`config.mk`:
```
export PLATFORM = sky130hd
export DESIGN_NAME = weighted_load_balancer
export DESIGN_NICKNAME = d
export VERILOG_FILES = /design/src/rtl/wlb_pkg.sv /design/src/rtl/wlb_ratio_cmp.sv /design/src/rtl/weighted_load_balancer.sv
export SDC_FILE = /design/constraint.sdc
export NUM_CORES = 1
export LEC_CHECK = 0
export ABC_AREA = 0
export BUFFER_PORTS_ARGS = -buffer_cell sky130_fd_sc_hd__buf_2
export CAP_MARGIN = 10
export CELL_PAD_IN_SITES_DETAIL_PLACEMENT = 0
export CELL_PAD_IN_SITES_GLOBAL_PLACEMENT = 2
export CORE_UTILIZATION = 46
export DETAILED_ROUTE_END_ITERATION = 12
export PLACE_DENSITY_LB_ADDON = 0.2
export SKIP_CTS_REPAIR_TIMING = 1
export SYNTH_ARGS = -nofsm -noshare
export SYNTH_HDL_FRONTEND = slang
export SYNTH_HIERARCHICAL = 1
export SYNTH_SLANG_ARGS = --single-unit
```
`constraint.sdc`:
```
create_clock -name clk -period 18.95 [get_ports clk]
set_input_delay 2.8425 -clock clk [delete_from_list [all_inputs] [get_ports clk]]
set_output_delay 2.8425 -clock clk [all_outputs]
set_load 0.01 [all_outputs]
```
`src/rtl/wlb_pkg.sv`:
```
// wlb_pkg: shared constants, codes and types of the weighted load balancer.
// Depends on nothing; imported by wlb_ratio_cmp and weighted_load_balancer.
package wlb_pkg;

    localparam int MAX_DEVICES = 8;
    localparam int COUNT_WIDTH = 16;
    localparam int SCORE_W     = 8;
    localparam int DEV_W       = 3;
    localparam int NUM_W       = 4;
    localparam int CFG_W       = 64;
    localparam int CFG_IDX_W   = 1;
    localparam int LOAD_W      = COUNT_WIDTH + 1;
    localparam int PROD_W      = SCORE_W + LOAD_W;

    // request codes
    localparam logic [1:0] FUNC_ACQ_ONE  = 2'd0;
    localparam logic [1:0] FUNC_ACQ_TEAM = 2'd1;
    localparam logic [1:0] FUNC_RELEASE  = 2'd2;

    // result status codes
    localparam logic [1:0] ST_OK     = 2'd0;
    localparam logic [1:0] ST_REJECT = 2'd1;
    localparam logic [1:0] ST_RANGE  = 2'd2;

    // configuration register indexes
    localparam logic [CFG_IDX_W-1:0] REG_SCORE_TABLE  = 1'd0;
    localparam logic [CFG_IDX_W-1:0] REG_DEVICE_COUNT = 1'd1;

    typedef logic [COUNT_WIDTH-1:0] count_t;
    typedef logic [DEV_W-1:0]       dev_t;

    typedef enum logic [2:0] {
        S_IDLE,
        S_SCAN_ONE,
        S_SCAN_TEAM,
        S_RAISE,
        S_RELEASE,
        S_ERROR
    } state_t;

endpackage

```
`src/rtl/wlb_ratio_cmp.sv`:
```
// wlb_ratio_cmp: exact ratio compare, score_a/(cnt_a+1) > score_b/(cnt_b+1).
// Cross-multiplied, so no rounding. Uses wlb_pkg.
module wlb_ratio_cmp (
    input  logic [wlb_pkg::SCORE_W-1:0] a_score,
    input  wlb_pkg::count_t             a_count,
    input  logic [wlb_pkg::SCORE_W-1:0] b_score,
    input  wlb_pkg::count_t             b_count,
    output logic                        a_greater
);
    import wlb_pkg::*;

    logic [LOAD_W-1:0] a_load;
    logic [LOAD_W-1:0] b_load;
    logic [PROD_W-1:0] lhs;
    logic [PROD_W-1:0] rhs;

    assign a_load = {1'b0, a_count} + LOAD_W'(1);
    assign b_load = {1'b0, b_count} + LOAD_W'(1);
    // score times the other device's load
    assign lhs = PROD_W'(a_score) * PROD_W'(b_load);
    assign rhs = PROD_W'(b_score) * PROD_W'(a_load);
    assign a_greater = lhs > rhs;

endmodule

```
`src/rtl/weighted_load_balancer.sv`:
```
// weighted_load_balancer: top level. Picks devices by score/(sessions+1).
// Takes one request at a time: a new one is accepted only in idle, after the
// last result of the previous one has been registered.
// A single ratio comparator is stepped over one device a cycle.
// Reset (async, active low) clears scores, device count and all session counts.
module weighted_load_balancer (
    input  logic                             clk,
    input  logic                             rst_n,
    // configuration
    input  logic                             cfg_we,
    input  logic [wlb_pkg::CFG_IDX_W-1:0]    cfg_index,
    input  logic [wlb_pkg::CFG_W-1:0]        cfg_data,
    // request channel
    input  logic                             in_valid,
    output logic                             in_ready,
    input  logic [1:0]                       func,
    input  logic [3:0]                       team_size,
    input  logic [2:0]                       device_index,
    // result channel
    output logic                             out_valid,
    input  logic                             out_ready,
    output logic [2:0]                       chosen_device,
    output logic [1:0]                       status,
    output logic                             last
);
    import wlb_pkg::*;

    // configuration
    logic [CFG_W-1:0]   score_table_reg;
    logic [NUM_W-1:0]   device_count_reg;

    // per-device session counts, read through the scan pointer (entry 0 also directly)
    count_t             counts_reg [MAX_DEVICES];
    count_t             counts_next[MAX_DEVICES];

    // sequencer
    state_t             state_reg, state_next;
    dev_t               ptr_reg, ptr_next;         // device under scan / raise / release
    dev_t               best_idx_reg, best_idx_next;
    logic [SCORE_W-1:0] best_score_reg, best_score_next;
    count_t             best_cnt_reg, best_cnt_next;
    logic               have_reg, have_next;       // team scan has a candidate
    logic [NUM_W-1:0]   team_k_reg, team_k_next;
    logic [NUM_W-1:0]   pick_cnt_reg, pick_cnt_next;
    logic [NUM_W-1:0]   remain_reg, remain_next;   // results still to emit
    logic [MAX_DEVICES-1:0] taken_reg, taken_next;
    dev_t               pick_reg  [MAX_DEVICES];   // chosen team, head at entry 0
    dev_t               pick_next [MAX_DEVICES];
    dev_t               pick_shift[MAX_DEVICES];
    logic [1:0]         err_reg, err_next;

    // output register
    logic               out_valid_reg, out_valid_next;
    dev_t               out_dev_reg, out_dev_next;
    logic [1:0]         out_status_reg, out_status_next;
    logic               out_last_reg, out_last_next;

    // datapath
    logic [NUM_W-1:0]   n_dev;
    logic [NUM_W-1:0]   n_last;
    logic               at_end;
    logic [SCORE_W-1:0] cur_score;
    count_t             cur_cnt;
    logic               out_free;
    logic               cmp_gt;
    logic               take;
    dev_t               chosen;
    logic [SCORE_W-1:0] cmp_a_score, cmp_b_score;
    count_t             cmp_a_cnt, cmp_b_cnt;

    // devices present, counts above the table size act as full
    assign n_dev  = (device_count_reg > NUM_W'(MAX_DEVICES)) ? NUM_W'(MAX_DEVICES)
                                                             : device_count_reg;
    assign n_last = n_dev - NUM_W'(1);
    assign at_end = ({1'b0, ptr_reg} == n_last);

    assign cur_score = score_table_reg[{ptr_reg, 3'b000} +: SCORE_W];
    assign cur_cnt   = counts_reg[ptr_reg];
    assign out_free  = !out_valid_reg || out_ready;

    // single-pick asks "device i beats best"; team asks "best beats device i"
    always_comb
    begin
        if (state_reg == S_SCAN_TEAM)
        begin
            cmp_a_score = best_score_reg;
            cmp_a_cnt   = best_cnt_reg;
            cmp_b_score = cur_score;
            cmp_b_cnt   = cur_cnt;
        end
        else
        begin
            cmp_a_score = cur_score;
            cmp_a_cnt   = cur_cnt;
            cmp_b_score = best_score_reg;
            cmp_b_cnt   = best_cnt_reg;
        end
    end

    wlb_ratio_cmp u_cmp (
        .a_score   (cmp_a_score),
        .a_count   (cmp_a_cnt),
        .b_score   (cmp_b_score),
        .b_count   (cmp_b_cnt),
        .a_greater (cmp_gt)
    );

    // team scan: first candidate, or one the current best does not beat
    // (so equal ratios go to the later index)
    assign take   = !taken_reg[ptr_reg] && (!have_reg || !cmp_gt);
    assign chosen = take ? ptr_reg : best_idx_reg;

    always_comb
    begin
        pick_shift = pick_reg;
        for (int m = 0; m < MAX_DEVICES - 1; m++)
        begin
            pick_shift[m] = pick_reg[m + 1];
        end
    end

    always_comb
    begin
        state_next      = state_reg;
        ptr_next        = ptr_reg;
        best_idx_next   = best_idx_reg;
        best_score_next = best_score_reg;
        best_cnt_next   = best_cnt_reg;
        have_next       = have_reg;
        team_k_next     = team_k_reg;
        pick_cnt_next   = pick_cnt_reg;
        remain_next     = remain_reg;
        taken_next      = taken_reg;
        pick_next       = pick_reg;
        err_next        = err_reg;
        counts_next     = counts_reg;
        out_valid_next  = out_valid_reg && !out_ready;
        out_dev_next    = out_dev_reg;
        out_status_next = out_status_reg;
        out_last_next   = out_last_reg;
        in_ready        = 1'b0;

        unique case (state_reg)
            S_IDLE:
            begin
                in_ready = 1'b1;
                if (in_valid)
                begin
                    priority if (func == FUNC_ACQ_ONE)
                    begin
                        // device 0 is the first best
                        ptr_next        = dev_t'(1);
                        best_idx_next   = '0;
                        best_score_next = score_table_reg[SCORE_W-1:0];
                        best_cnt_next   = counts_reg[0];
                        remain_next     = NUM_W'(1);
                        if (n_dev == '0)
                        begin
                            err_next   = ST_REJECT;
                            state_next = S_ERROR;
                        end
                        else if (n_dev == NUM_W'(1))
                        begin
                            ptr_next   = '0;
                            state_next = S_RAISE;
                        end
                        else
                        begin
                            state_next = S_SCAN_ONE;
                        end
                    end
                    else if (func == FUNC_ACQ_TEAM)
                    begin
                        if (team_size == '0 || team_size > n_dev)
                        begin
                            err_next   = ST_REJECT;
                            state_next = S_ERROR;
                        end
                        else
                        begin
                            team_k_next   = team_size;
                            pick_cnt_next = '0;
                            taken_next    = '0;
                            have_next     = 1'b0;
                            ptr_next      = '0;
                            state_next    = S_SCAN_TEAM;
                        end
                    end
                    else if (func == FUNC_RELEASE)
                    begin
                        if ({1'b0, device_index} >= n_dev)
                        begin
                            err_next   = ST_RANGE;
                            state_next = S_ERROR;
                        end
                        else
                        begin
                            ptr_next   = device_index;
                            state_next = S_RELEASE;
                        end
                    end
                    else
                    begin
                        // unused code: dropped
                        state_next = S_IDLE;
                    end
                end
            end

            S_SCAN_ONE:
            begin
                if (cmp_gt)
                begin
                    best_idx_next   = ptr_reg;
                    best_score_next = cur_score;
                    best_cnt_next   = cur_cnt;
                end
                if (at_end)
                begin
                    ptr_next   = cmp_gt ? ptr_reg : best_idx_reg;
                    state_next = S_RAISE;
                end
                else
                begin
                    ptr_next = ptr_reg + dev_t'(1);
                end
            end

            S_SCAN_TEAM:
            begin
                if (take)
                begin
                    best_idx_next   = ptr_reg;
                    best_score_next = cur_score;
                    best_cnt_next   = cur_cnt;
                    have_next       = 1'b1;
                end
                if (at_end)
                begin
                    taken_next[chosen]            = 1'b1;
                    pick_next[pick_cnt_reg[2:0]]  = chosen;
                    pick_cnt_next                 = pick_cnt_reg + NUM_W'(1);
                    have_next                     = 1'b0;
                    if (pick_cnt_reg + NUM_W'(1) == team_k_reg)
                    begin
                        // all picks judged; now raise and report in order
                        ptr_next    = (pick_cnt_reg == '0) ? chosen : pick_reg[0];
                        pick_next[0] = (pick_cnt_reg == '0) ? chosen : pick_reg[0];
                        remain_next = team_k_reg;
                        state_next  = S_RAISE;
                    end
                    else
                    begin
                        ptr_next = '0;
                    end
                end
                else
                begin
                    ptr_next = ptr_reg + dev_t'(1);
                end
            end

            S_RAISE:
            begin
                if (out_free)
                begin
                    if (cur_cnt != '1)
                    begin
                        counts_next[ptr_reg] = cur_cnt + count_t'(1);
                    end
                    out_valid_next  = 1'b1;
                    out_dev_next    = ptr_reg;
                    out_status_next = ST_OK;
                    out_last_next   = (remain_reg == NUM_W'(1));
                    remain_next     = remain_reg - NUM_W'(1);
                    pick_next       = pick_shift;
                    ptr_next        = pick_shift[0];
                    if (remain_reg == NUM_W'(1))
                    begin
                        state_next = S_IDLE;
                    end
                end
            end

            S_RELEASE:
            begin
                if (out_free)
                begin
                    if (cur_cnt != '0)
                    begin
                        counts_next[ptr_reg] = cur_cnt - count_t'(1);
                    end
                    out_valid_next  = 1'b1;
                    out_dev_next    = ptr_reg;
                    out_status_next = ST_OK;
                    out_last_next   = 1'b1;
                    state_next      = S_IDLE;
                end
            end

            S_ERROR:
            begin
                if (out_free)
                begin
                    out_valid_next  = 1'b1;
                    out_dev_next    = '0;
                    out_status_next = err_reg;
                    out_last_next   = 1'b1;
                    state_next      = S_IDLE;
                end
            end

            default:
            begin
                state_next = S_IDLE;
            end
        endcase
    end

    // configuration registers, to be written only while idle; the block does not enforce it
    always_ff @(posedge clk or negedge rst_n)
    begin
        if (!rst_n)
        begin
            score_table_reg  <= '0;
            device_count_reg <= '0;
        end
        else if (cfg_we)
        begin
            unique case (cfg_index)
                REG_SCORE_TABLE:  score_table_reg  <= cfg_data;
                REG_DEVICE_COUNT: device_count_reg <= cfg_data[NUM_W-1:0];
                default:          score_table_reg  <= score_table_reg;
            endcase
        end
    end

    always_ff @(posedge clk or negedge rst_n)
    begin
        if (!rst_n)
        begin
            state_reg      <= S_IDLE;
            counts_reg     <= '{default: '0};
            taken_reg      <= '0;
            have_reg       <= 1'b0;
            pick_cnt_reg   <= '0;
            remain_reg     <= '0;
            out_valid_reg  <= 1'b0;
        end
        else
        begin
            state_reg      <= state_next;
            counts_reg     <= counts_next;
            taken_reg      <= taken_next;
            have_reg       <= have_next;
            pick_cnt_reg   <= pick_cnt_next;
            remain_reg     <= remain_next;
            out_valid_reg  <= out_valid_next;
        end
    end

    // payload registers
    always_ff @(posedge clk)
    begin
        ptr_reg        <= ptr_next;
        best_idx_reg   <= best_idx_next;
        best_score_reg <= best_score_next;
        best_cnt_reg   <= best_cnt_next;
        team_k_reg     <= team_k_next;
        pick_reg       <= pick_next;
        err_reg        <= err_next;
        out_dev_reg    <= out_dev_next;
        out_status_reg <= out_status_next;
        out_last_reg   <= out_last_next;
    end

    assign out_valid     = out_valid_reg;
    assign chosen_device = out_dev_reg;
    assign status        = out_status_reg;
    assign last          = out_last_reg;

endmodule

```
Yosys cells after proc, flatten, opt, wreduce, memory -nomap -nowiden
Index checks and enable logic that the tools add are counted.
- $add $sub $neg: 8
- $mul: 2
- div/mod/pow operators: 0
- order comparisons: 11
- equality and inequality tests: 36
- shifts and indexed selects: 1
- muxes and demuxes: 114
- bitwise logic cells: 7
- reductions and logical operators: 48
- operator list (cell ; count):
    $mux W128 ; 4
    $bwmux W128 ; 2
    $pmux W128 S2 ; 1
    $mux W16 ; 9
    $mux W3 ; 30
    $mux W8 ; 11
    $shiftx A64 B7 Y8 ; 1
    $mul A8 B17 Y25 ; 2
    $bmux W16 S3 ; 1
    $demux W16 S3 ; 1
    $mux W24 ; 2
    $pmux W16 S3 ; 1
    $pmux W24 S2 ; 1
    $mux W4 ; 11
    $add A16 B1 Y17 const B ; 2
    $ne A2 B2 Y1 const B ; 15
    $reduce_and A6 Y1 ; 5
    $gt A25 B25 Y1 ; 1
    $bwmux W24 ; 1
    $pmux W8 S3 ; 1
    $mux W2 ; 9
    $add A16 B1 Y16 const B ; 1
    $mux W1 ; 16
    $ne A16 B16 Y1 const B ; 1
    54 further kinds ; 98
- register bits: 283
- latch bits: 0
- RAM bits: 0
- bits in read-only memories: 0
- bits of input ports: 79
- output and inout bits: 8
- word-level logic and storage cells: 260
- memories: 0

Logic depth before layout (Yosys ltp)
Gate-level depths: netlist (run 1).
- depth after elaboration: 19
- depth in mapped cells: 42
- gate-level depth less buffers: 38

Hierarchy
Netlist (run 1), hierarchy kept.
- modules (own cells, without submodules) (module ; instances ; cells an instance ; area each (um^2) ; sequential area each (um^2)):
    weighted_load_balancer ; 1 ; 1212 ; 14602.8 ; 7412.1
    wlb_ratio_cmp ; 1 ; 1186 ; 10064.7 ; 0.0

Least setup slack after synthesis (run 1)
Ideal clock, no wire load.
- path type: register to register
- start: register ptr_reg[0]
- end: register best_cnt_reg[0], enable pin
- library setup time: 0.536 ns
- data arrival time: 12.481 ns
- required time: 18.414 ns
- slack: 5.932 ns
- cell stages (with the launch flop): 39
- path buffers: 4
- period minus slack after synthesis: 13.018 ns
- cells stage by stage: edfxtp_1 -> buf_6 -> buf_6 -> inv_1 -> buf_2 -> mux2i_1 -> clkbuf_1 -> o21ai_0 -> ha_1 -> and3_1 -> nand4_1 -> nor2_1 -> nand3_1 -> xor2_1 -> nor2b_1 -> fa_1 -> fa_1 -> fa_1 -> [... 3 more ...] -> ha_1 -> a21oi_1 -> o21ba_2 -> o21ai_0 -> o41ai_4 -> o21ai_0 -> xnor2_1 -> ha_1 -> a21o_1 -> a21oi_1 -> o21ai_0 -> a32oi_1 -> a21oi_1 -> a32oi_1 -> o211ai_2 -> nand2_1 -> o21ai_0 -> a2111oi_0
- cells in the longest elaborated chain, start to end: 13
- elaborated cells on any way between the ends: 23
- those cells by class: 2 x add/sub; 2 x mul; 1 x order compare; 2 x eq/ne; 1 x shift; 9 x mux; 1 x bitwise; 5 x reduce/logical
- RTL lines (item ; line ; source):
    start, declared ; weighted_load_balancer.sv:38 ; dev_t ptr_reg, ptr_next;
    start signal, assigned ; weighted_load_balancer.sv:365 ; ptr_reg <= ptr_next;
    $not A3 Y4 (implied by the code) (*) ; weighted_load_balancer.sv:78 ; assign cur_cnt = counts_reg[ptr_reg];
    $bmux W16 S3 (*) ; weighted_load_balancer.sv:78 ;
    $mux W16 (implied by the code) (*) (2 in a row) ; weighted_load_balancer.sv:78 ;
    $mux W16 (*) ; weighted_load_balancer.sv:84 ; if (state_reg == S_SCAN_TEAM)
    via cmp_b_cnt[0] ; weighted_load_balancer.sv:69 ; count_t cmp_a_cnt, cmp_b_cnt;
    $add A16 B1 Y17 (*) ; wlb_ratio_cmp.sv:18 ; assign b_load = {1'b0, b_count} + LOAD_W'(1);
    $mul A8 B17 Y25 (*) ; wlb_ratio_cmp.sv:20 ; assign lhs = PROD_W'(a_score) * PROD_W'(b_load);
    $gt A25 B25 Y1 (*) ; wlb_ratio_cmp.sv:22 ; assign a_greater = lhs > rhs;
    via cmp_gt ; weighted_load_balancer.sv:65 ; logic cmp_gt;
    $logic_not A1 Y1 ; weighted_load_balancer.sv:110 ; assign take = !taken_reg[ptr_reg] && (!have_reg || !cmp_gt);
    $logic_or A1 B1 Y1 ; weighted_load_balancer.sv:110 ;
    $logic_and A1 B1 Y1 ; weighted_load_balancer.sv:110 ;
    $ne A2 B2 Y1 (no line) ; n/a ;
    $reduce_and A5 Y1 (no line) (*) ; n/a ;
    end signal, assigned ; weighted_load_balancer.sv:368 ; best_cnt_reg <= best_cnt_next;
    end, declared ; weighted_load_balancer.sv:41 ; count_t best_cnt_reg, best_cnt_next;
The timed path passes the listed nets; every way through them passes the cells marked *. The select of a mux whose other input is x is not followed.
A chain may end at the register's enable or synchronous reset.

==> results of run 1 <==
-- critical path, delay by kind of cell, from the launching register on --
kind | cells | cell delay [ps]
AOI/OAI and AO/OA | 10 | 2790
adders and majority gates | 6 | 2610
muxes | 3 | 2020
and+or+nand+nor | 11 | 1940
xor gates and xnor gates | 2 | 1000
buffers and inverters | 5 | 850
DFF | 1 | 720
-- worst max-delay path by stage --
stage | end | slack [ps] | depth (start not counted)
after floorplan | best_cnt_reg[0]$_DFFE_PP_ | 5930 | 38
after global placement | pick_reg[23]$_DFFE_PP_ | 6880 | 37
after detailed placement | pick_reg[23]$_DFFE_PP_ | 6730 | 37
after CTS | pick_reg[23]$_DFFE_PP_ | 6690 | 37
after global routing | pick_reg[23]$_DFFE_PP_ | 5800 | 37
final | pick_reg[23]$_DFFE_PP_ | 6710 | 37
-- cell usage after synthesis, drive strengths merged, types with 14 or more instances --
cell type	number
inv	240
dfrtp	217
mux2	202
nor2b	194
fa	180
nor2	148
ha	134
nand2	129
a21oi	128
o21ai	89
clkbuf	77
edfxtp	66
and2	56
xnor2	52
nand3	50
nand2b	48
mux4	38
xor2	34
mux2i	33
a21o	26
buf	26
and3	23
nand4	20
nor3	16
o21a	15
a31oi	14
-- kinds of logic (layout without fill, tap and decap cells) --
family                     after synthesis  in the layout
buffers and inverters                  344            423
DFF                                    283            283
xor gates and xnor gates                86             86
muxes                                  273            273
other                                    0              4
AOI/OAI and AO/OA                      386            386
and+or+nand+nor                        712            712
adders and majority gates              314            314
-- layer usage --
metal	vias to the layer above	part of all wire	routed length (µm)
li1	8335	-	-
met1	8929	0.44	28000
met2	318	0.50	32100
met3	99	0.029	1890
met4	0	0.037	2380
met5	-	0	0
-- area by class of cell --
cell class,instances,area (µm²),share of cell area
Sequential cell,283,7410,0.276
Clock buffer,42,897,0.0334
Clock inverter,11,87.6,0.00326
Timing Repair Buffer,129,763,0.0284
Antenna cell,4,10.0,0.000373
Inverter,241,905,0.0337
Tap cell,688,861,0.0321
Multi-Input combinational cell,1771,15900,0.593
-- per-stage QoR --
step	hold WS, ps	setup slack (ps)	area [µm²]	std cells
global route	504	5800	26800	3169
CTS	488	6690	26800	3164
global placement	462	6880	25800	3111
finish	481	6710	26800	3169
floorplan	452	5930	24700	2398
detailed placement	474	6730	25800	3111
==> flow_summary.ini, run 1 <==
[run_status]
status = complete, no violations

[clock_network]
cts_sinks = 283
cts_tree = done
clockBufferDepth = 3
cts_buffers = 29
clk_latency_ps = 560
cts_root_buf = clkbuf_16
cts_htree_levels = 1
clk_pin_slew_worst_paths_ps = 60

[die]
start_util = 0.468
num_io_pins = 87
die_w_um = 234
die-area_um2 = 54600
core_um2 = 52800
num_rows = 84
die_h_um = 234

[sta]
fin_crit_ps = 12240
grt_setup_unrepaired = no
clock.fmax_mhz = 81.7
max_slew.worst_pin.slew_ps = 1040
relSlewSlack = 0.289
setup_viol = 0
fin_skew_ps = 16.1
finalHoldViolCount = 0
slew_violations = 0
fin_crit_sh = 0.646
tns_ps = 0

[placed_design]
place.port_buffers = 86
place.gp.congestion = 0.864
hpwl_um = 48900

[synthesis]
synthArstFlopShare = 0.767
synth_mux_area_frac = 0.143
yosysTopAreaCell = dfrtp_1
yosysWarnings = 6
synthTopCellsByArea = dfrtp_1 22%, fa_1 15%, edfxtp_1 8.0%, ha_1 6.8%, mux2_1 5.6%
synth_compound_area_frac = 0.104
ys_seq_area_frac = 0.300
synth_edf_count = 66
synth_fa_ha_area_frac = 0.214
synth.distinct_cells = 93
synth_top_family_by_area = adder cells
syn_area_um2 = 24700
ys.flop_type = dfrtp_1
synth_cells = 2398
synthesis.nets = 2791
synthXorXnorAreaFrac = 0.0305
avgSynthCellArea_um2 = 10.3
synth_top_area_frac = 0.220
synthSimpleGateAreaFrac = 0.151
synth-seq-cells = 283

[finish]
final_core_util = 0.509
layout_commonest_cell = inv_1
fill_cells = 4845
largest_reg_flops = 128
final_nets = 2848
syn_to_final_growth_pct = 8.79
final_cell_mix = 240 x inv_1, 217 x dfrtp_1, 193 x nor2b_1, 180 x fa_1, 147 x nor2_1
drive_gt1_frac = 0.138

[critical_path]
r2r-start = ptr_reg[0]$_DFFE_PP_
crit_arrival_ps = 12550
crit_path_start_kind = flop
cp-end-kind = flop
max_stage_delay_ps = 910
cp_max_fo = 39
startpoint = ptr_reg[0]$_DFFE_PP_
r2r_slack_ps = 6710
critPathRequiredTime_ps = 19260
rr_endpoint = pick_reg[23]$_DFFE_PP_
critPathKind = flop to flop
r2r_cells = 37
crit_path_top_delay_cell = mux2i_1

[routing]
drt_iter0_drc = 1048
ant_nets = 0
wirelength_um = 64400
drc = 0
dr.pass1.iters = 5
routedWlPerCell_um = 20.3
routed_via_density = 5.58
vias = 17700

[job]
drv_cap = 0

[global_routing]
grt-ovfl-total = 0
grt_pass1_vias = 18600
grt_first_pass_wirelength_um = 104000
grtUsageMet1 = 0.311
grt-busiest-layer = met2
use_met3 = 0.0188
antenna_found_initial = 4
grt_use_met2 = 0.428
grt_use_total = 0.244
grt_max_degree = 97

[min_path]
hp-start = counts_reg[72]$_DFFE_PN0P_
min_to = counts_reg[72]$_DFFE_PN0P_
hp-class = flop to flop
holdPathStages = 1
Power of run 1 is left out: the tool's default activity adds up to more than one toggle a clock period on the data nets, which glitch-free logic cannot reach.
==> run 2, diff against run 1 <==
--- a/config.mk
+++ b/config.mk
@@ -5,12 +5,12 @@
 export SDC_FILE = /design/constraint.sdc
 export NUM_CORES = 1
 export LEC_CHECK = 0
-export ABC_AREA = 0
+export ABC_AREA = 1
 export BUFFER_PORTS_ARGS = -buffer_cell sky130_fd_sc_hd__buf_2
 export CAP_MARGIN = 10
 export CELL_PAD_IN_SITES_DETAIL_PLACEMENT = 0
 export CELL_PAD_IN_SITES_GLOBAL_PLACEMENT = 2
-export CORE_UTILIZATION = 46
+export CORE_UTILIZATION = 34
 export DETAILED_ROUTE_END_ITERATION = 12
 export PLACE_DENSITY_LB_ADDON = 0.2
 export SKIP_CTS_REPAIR_TIMING = 1
==> constraint.sdc (replaced) <==
create_clock -name clk -period 11.1 [get_ports clk]
set_input_delay 1.665 -clock clk [delete_from_list [all_inputs] [get_ports clk]]
set_output_delay 1.665 -clock clk [all_outputs]
set_load 0.01 [all_outputs]
==> flow_summary.ini, run 2 <==
[global_routing]
antenna_found_initial = 3
grt_use_total = 0.214
grt-ovfl-total = 0
grt_first_pass_wirelength_um = 130000
grt_max_degree = 108
grt_pass1_vias = 22400

[synthesis]
synth.distinct_cells = 54
yosysTopAreaCell = dfrtp_1
ys_seq_area_frac = 0.286
synthArstFlopShare = 0.767
avgSynthCellArea_um2 = 7.17
synth-seq-cells = 283
synth_top_area_frac = 0.210
synth_most_common_cell = nand2_1
synthesis.nets = 4001
synth_commonest_cells = 1196 x nand2_1, 607 x inv_1, 387 x nor2_1, 217 x dfrtp_1, 180 x fa_1
synth_cells = 3608
synth_edf_count = 66
yosysWarnings = 6
synthTopCellsByArea = dfrtp_1 21%, nand2_1 17%, fa_1 14%, inv_1 8.8%, edfxtp_1 7.7%
ys.flop_type = dfrtp_1
syn_area_um2 = 25900

[routing]
drt_iter0_drc = 1159
drc = 0
dr.pass1.iters = 7
ant_nets = 0
wirelength_um = 81100
vias = 22100
routedWlPerCell_um = 17.4
routed_via_density = 4.74

[sta]
finalHoldViolCount = 0
tns_ps = 0
fin_crit_sh = 0.918
relSlewSlack = 0.285
slew_violations = 0
fin_crit_ps = 10190
clock.fmax_mhz = 98.2
max_slew.worst_pin.slew_ps = 1070
grt_setup_unrepaired = no
setup_viol = 0
fin_skew_ps = 38.8

[finish]
final_nets = 4058
antenna_cells = 0
layout_commonest_cell = nand2_1
fin_cells = 4661
drive_gt1_frac = 0.0791
largest_reg_flops = 128
final_cell_mix = 1195 x nand2_1, 607 x inv_1, 385 x nor2_1, 217 x dfrtp_1, 180 x fa_1
syn_to_final_growth_pct = 10.6

[clock_network]
cts_sinks = 283
cts_root_buf = clkbuf_16
cts_htree_levels = 2
clk_pin_slew_worst_paths_ps = 60
cts_buffers = 36
cts_tree = done
clk_latency_ps = 570
clockBufferDepth = 3

[critical_path]
cp-end-kind = flop
max_stage_delay_ps = 660
crit_path_start_kind = flop
crit_arrival_ps = 10580
cp_max_fo = 18
crit_path_frequent_cell = inv_1
r2r-start = ptr_reg[2]$_DFFE_PP_
crit_path_top_delay_cell = edfxtp_1
critPathRequiredTime_ps = 11490
startpoint = ptr_reg[2]$_DFFE_PP_
critPathKind = flop to flop

[placed_design]
place.gp.congestion = 0.828
place.port_buffers = 86
dp_cells = 4596
hpwl_um = 64200

[die]
die_w_um = 278
die_h_um = 278
start_util = 0.346
core_um2 = 74800
die-area_um2 = 77200
num_rows = 100
num_io_pins = 87

[job]
drv_cap = 0

[min_path]
hp-class = flop to flop
hp-start = counts_reg[14]$_DFFE_PN0P_

[run_status]
status = complete, no violations
## run 2: kinds of logic after synthesis
logic type / after synthesis / share of synthesized area
adders and majority gates: 314 / 0.204
muxes: 47 / 0.0204
buffers and inverters: 724 / 0.108
and+or+nand+nor: 1905 / 0.302
DFF: 283 / 0.286
xor gates and xnor gates: 54 / 0.0189
AOI/OAI and AO/OA: 281 / 0.0603
## run 2: layout make-up
cell class / instances / area (µm²)
Tap cell: 969 / 1210
Sequential cell: 283 / 7410
Timing Repair Buffer: 123 / 756
Multi-Input combinational cell: 2601 / 15700
Clock buffer: 55 / 1090
Clock inverter: 10 / 136
Inverter: 620 / 2330
Fill cell: 8083 / 46200
## run 2: through the flow
step / hold slack (ps) / setup WS (ps) / util / area (µm²)
global route: 482 / 16.2 / 0.383 / 28600
global placement: 457 / 614 / 0.366 / 27400
finish: 472 / 914 / 0.383 / 28600
CTS: 474 / 436 / 0.383 / 28600
detailed placement: 459 / 453 / 0.366 / 27400
floorplan: 441 / 2390 / - / 25900
## run 2: final timing paths
kind,endpoint,slack (ps),cells after the start
max in group asynchronous,counts_reg[108]$_DFFE_PN0P_,8460,2
min in group asynchronous,counts_reg[86]$_DFFE_PN0P_,1170,1
setup / recovery,pick_reg[3]$_DFFE_PP_,910,44
setup reg to reg,pick_reg[3]$_DFFE_PP_,910,44
hold reg to reg,counts_reg[14]$_DFFE_PN0P_,470,2
hold / removal,counts_reg[14]$_DFFE_PN0P_,470,2
## run 2: critical path: cells and delay by family, from the launching register on
kind	cells	cell delay, ps
and+or+nand+nor	18	3090
adders and majority gates	6	2570
AOI/OAI and AO/OA	8	1730
buffers and inverters	12	1930
DFF	1	660
## run 2: metal layers
layer | vias to the layer above | GRT usage | share of wire | wire length, µm
met1 | 10400 | 0.302 | 0.49 | 40000
li1 | 11200 | - | - | -
met2 | 353 | 0.346 | 0.45 | 36700
met3 | 77 | 0.0307 | 0.037 | 3010
met4 | 6 | 0.0446 | 0.017 | 1370
met5 | - | 0 | 0.00052 | 42
Power of run 2 is left out for the same reason.
